==> config.mk <==
export PLATFORM = sky130hd
export DESIGN_NAME = aes_ctr_ram
export DESIGN_NICKNAME = d
export VERILOG_FILES = /design/src/aes_ctr_ram.sv
export SDC_FILE = /design/constraint.sdc
export NUM_CORES = 2
export LEC_CHECK = 0
export BUFFER_PORTS_ARGS = -buffer_cell sky130_fd_sc_hd__buf_2
export CORE_AREA = 2 2 402 364
export CTS_CLUSTER_DIAMETER = 200
export CTS_CLUSTER_SIZE = 8
export DETAILED_ROUTE_END_ITERATION = 10
export DIE_AREA = 0 0 404 366
export PLACE_DENSITY = 0.83
export SLEW_MARGIN = 20
export SYNTH_ARGS = -nofsm -noshare
export SYNTH_HDL_FRONTEND = slang
export SYNTH_SLANG_ARGS = --single-unit
==> constraint.sdc <==
create_clock -name clk -period 4.1 [get_ports clk]
set_clock_uncertainty 0.2 [all_clocks]
set_input_delay 0.615 -clock clk [delete_from_list [all_inputs] [get_ports clk]]
set_output_delay 0.615 -clock clk [all_outputs]
set_load 0.02 [all_outputs]
==> src/aes_ctr_ram.sv <==
module aes_ctr_ram #(
	parameter int Width = 32,
	parameter int Depth = 64
) (
	input  logic                     clk,
	input  logic                     we,
	input  logic [$clog2(Depth)-1:0] waddr,
	input  logic [Width-1:0]         wdata,
	input  logic [$clog2(Depth)-1:0] raddr,
	output logic [Width-1:0]         rdata
);
	logic [Width-1:0] mem [Depth];

	always_ff @(posedge clk) begin
		if (we) begin
			mem[waddr] <= wdata;
		end
		rdata <= mem[raddr];
	end
endmodule

==> summary.md <==
| Metric | Value |
|---|---|
| Status | `complete, no violations` |
| Fill count | `8473` |
| # IOs | `78` |
| Mux cell area share after synthesis | `0.168` |
| Die Y | `366 um` |
| Largest family of logic cells by synthesized area | `multiplexers` |
| Met3 GRT Util | `0.0955` |
| Routed wire per std cell | `40.9 um` |
| Die Area | `148000 sq um` |
| WP data arrival | `3.80 ns` |
| Hold Path Sink | `mem[35][2]` |
| Post-synth EDFFs | `2048` |
| Class of the worst hold path | `in2reg` |
| Clk pwr share | `0.465` |
| DRC violations left | `0` |
| Post-synthesis cell type with the largest combined area | `edfxtp_1` |
| Initial DRC Count | `7671` |
| Final Hold Fails | `0` |
| Number of buffers added on ports | `77` |
| CP Launch Type | `input pin` |
| Worst-margin pin slew | `1.12 ns` |
| Cells after synthesis | `3324` |
| Fraction of the cycle the final worst path needs | `0.790` |
| Logic pwr share | `0.049` |
| Max_cap viols | `0` |
| # resized after CTS | `0` |
| CP Data Required Time | `4.66 ns` |
| PD cells | `532 nW/um^2` |
| CTS H-tree depth | `5` |
| Largest net degree at the start of global routing | `96` |
| Drt first pass iters | `6` |
| Clock Sinks | `2080` |
| Maximum VDD drop | `0.000525 V` |
| Synth Area in Compound Gates | `0.0167` |
| RR Startpoint | `mem[2][16]` |
| Hold Slack | `0.0553 ns` |
| Synth Area in Simple Gates | `0.0127` |
| CTS Root Cell | `clkbuf_16` |
| Depth of the worst hold-timing path | `1` |
| Share of post-route cells with drive strength above 1 | `0.317` |
| Clock Tree Buf Depth | `4` |
| Synth Area in XOR/XNOR | `0` |
| Synthesized net count | `3370` |
| Post-synth top area share | `0.783` |
| Place WS | `0.195 ns` |
| # rows | `132` |
| Die Wd | `404 um` |
| Yosys reg bits | `2080` |
| Fin crit period | `3.24 ns` |
| FF+latch area | `62100 sq um` |
| Area after DPL | `83300 sq um` |
| Critical path fanouts, max | `95` |
| Slew margin rel. | `0.252` |
| Synth-to-Final Area Change | `16.8%` |
| HPWL Detailed | `120 mm` |
| Cell Int Power | `38.3 mW` |
| TritonCTS Buffers | `309` |
| Final nets | `3794` |
| Antenna Nets Post-Route | `0` |
| Post-Route WL | `236 mm` |
| Area of the multi-input gates | `16000 sq um` |
| Lkg Pwr | `29.1 nW` |
| Total track usage | `0.321` |
| Post-synth top cells | `edfxtp_1, mux4_2, nor2_1, mux2i_1, o22ai_1` |
| Sequential area share after synthesis | `0.791` |
| Endpoint class of the critical path | `register` |
| Seq pwr share | `0.486` |
| R2r worst-path depth | `4` |
| Max Fclk | `309 MHz` |
| First-pass GRT wire length | `329 mm` |
| Distinct cells, synth | `34` |
| Core Footprint | `143000 sq um` |
| Top_reg_cell synth | `edfxtp_1` |
| RSZ-0062 raised after global routing | `false` |
| Synth top area cells | `edfxtp_1, mux4_2, mux2i_1` |
| Setup TNS | `0 ns` |
| Final number of max-transition violations | `0` |
| Avg Inst Size Synth | `23.6 sq um` |
| Initial Utilization | `0.548` |
| GRT Residual Overflow | `0` |
| Clk_lat worst skew | `0.92 ns` |
| Vias per cell | `7.23` |
| GR Util met1 | `0.402` |
| Hold wc startpoint | `wdata[2]` |
| Switch share | `0.217` |
| Final Cell Area | `91700 sq um` |
| Synth async-reset ratio | `0` |
| Setup violators final | `0` |
| Sw Pwr | `10.6 mW` |
| Final Wtd Congestion | `0.874` |
| Met2 usage | `0.506` |
| CTS tree | `built` |
| R2R Setup Slk | `1.28 ns` |
| Vias | `41606` |
| Synth Area in Adders | `0` |
| Gr busiest metal | `met2` |
| Most frequent cell after synthesis | `edfxtp_1` |
| Cell Area, Synth | `78500 sq um` |
| Yosys warns | `0` |
| Initial antenna violation count | `20` |
| Vias in the first global route | `43160` |
| Final setup margin | `0.860 ns` |
| Crit path from | `raddr[1]` |
| Worst setup path class | `in2reg` |
| Worst-path clk slew | `0.05 ns` |
| Worst R2R End | `rdata[16]` |
## registers in the layout, indices dropped and copies added (netlist names)
register,flops
mem,2048
rdata,32
## logic make-up after synthesis
kind of cell,count (synthesis)
compound gates,202
buf+inv,182
flops,2080
mux,637
simple gates,223
## power groups by stage
stage	Sequential, mW	Combinational, mW	Clock (mW)
after floorplan	24.1	1.14	0
final	23.7	2.41	22.7
after detailed placement	24.1	2.26	0
after CTS	23.7	2.35	22.7
after global routing	23.7	2.46	23.5
after global placement	24.1	2.19	0
## cell type report
| type | instances | area share |
|---|---|---|
| timing repair buffer | 295 | 0.0314 |
| sequential | 2080 | 0.678 |
| clock inverter | 8 | 0.000846 |
| antenna | 7 | 0.000191 |
| clock buffer | 427 | 0.0903 |
| multi-input combinational | 1062 | 0.174 |
| tap | 1876 | 0.0256 |
## what timing repair did
item	4_1_cts	5_1_grt
hold buffers	1	0
setup buffers	0	0
hold endpoints to repair	4	0
## per-layer routing
layer	wire, um	up-vias
li1	-	15084
met1	72600	21284
met2	113000	4282
met3	35000	934
met4	15300	22
met5	134	-
## critical path, stage by stage
cell and delay, ns:
buf_8 0.42, buf_12 0.49, mux4_2 0.45, mux4_2 0.53, o22ai_1 0.87, nor2_1 0.13
## stage by stage
stage / total power, mW / cells / util
6_report: 48.8 / 5755 / 0.640
3_5_place_dp: 26.4 / 5312 / 0.581
3_3_place_gp: 26.3 / 5311 / 0.581
5_1_grt: 49.7 / 5749 / 0.640
2_1_floorplan: 25.2 / 3324 / -
4_1_cts: 48.8 / 5748 / 0.639
## cell usage in the layout (no fill, tap or decap), types with 8 or more instances in the layout
cell type  Yosys  routed
a21oi_1       62      62
a22oi_1       12      12
a311oi_1       8       8
buf_12         0      61
buf_2         57      49
buf_4         25     180
clkbuf_1      74     113
clkbuf_16      0     314
dfxtp_1       32      32
edfxtp_1    2048    2048
mux2i_1       93      93
mux4_2       544     544
nand2_1       26      26
nor2_1       137      75
nor2_4         0      62
nor2b_1       15      15
o221ai_1      27      27
o22ai_1       84      84
## worst max-delay path by stage
stage,end,cells after the start
2_1_floorplan,mem[48][0],4
3_3_place_gp,rdata[16],6
6_report,rdata[16],6
5_1_grt,rdata[16],6
3_5_place_dp,rdata[16],6
4_1_cts,rdata[16],6
Note: power is estimated with default switching activity, not from simulation.
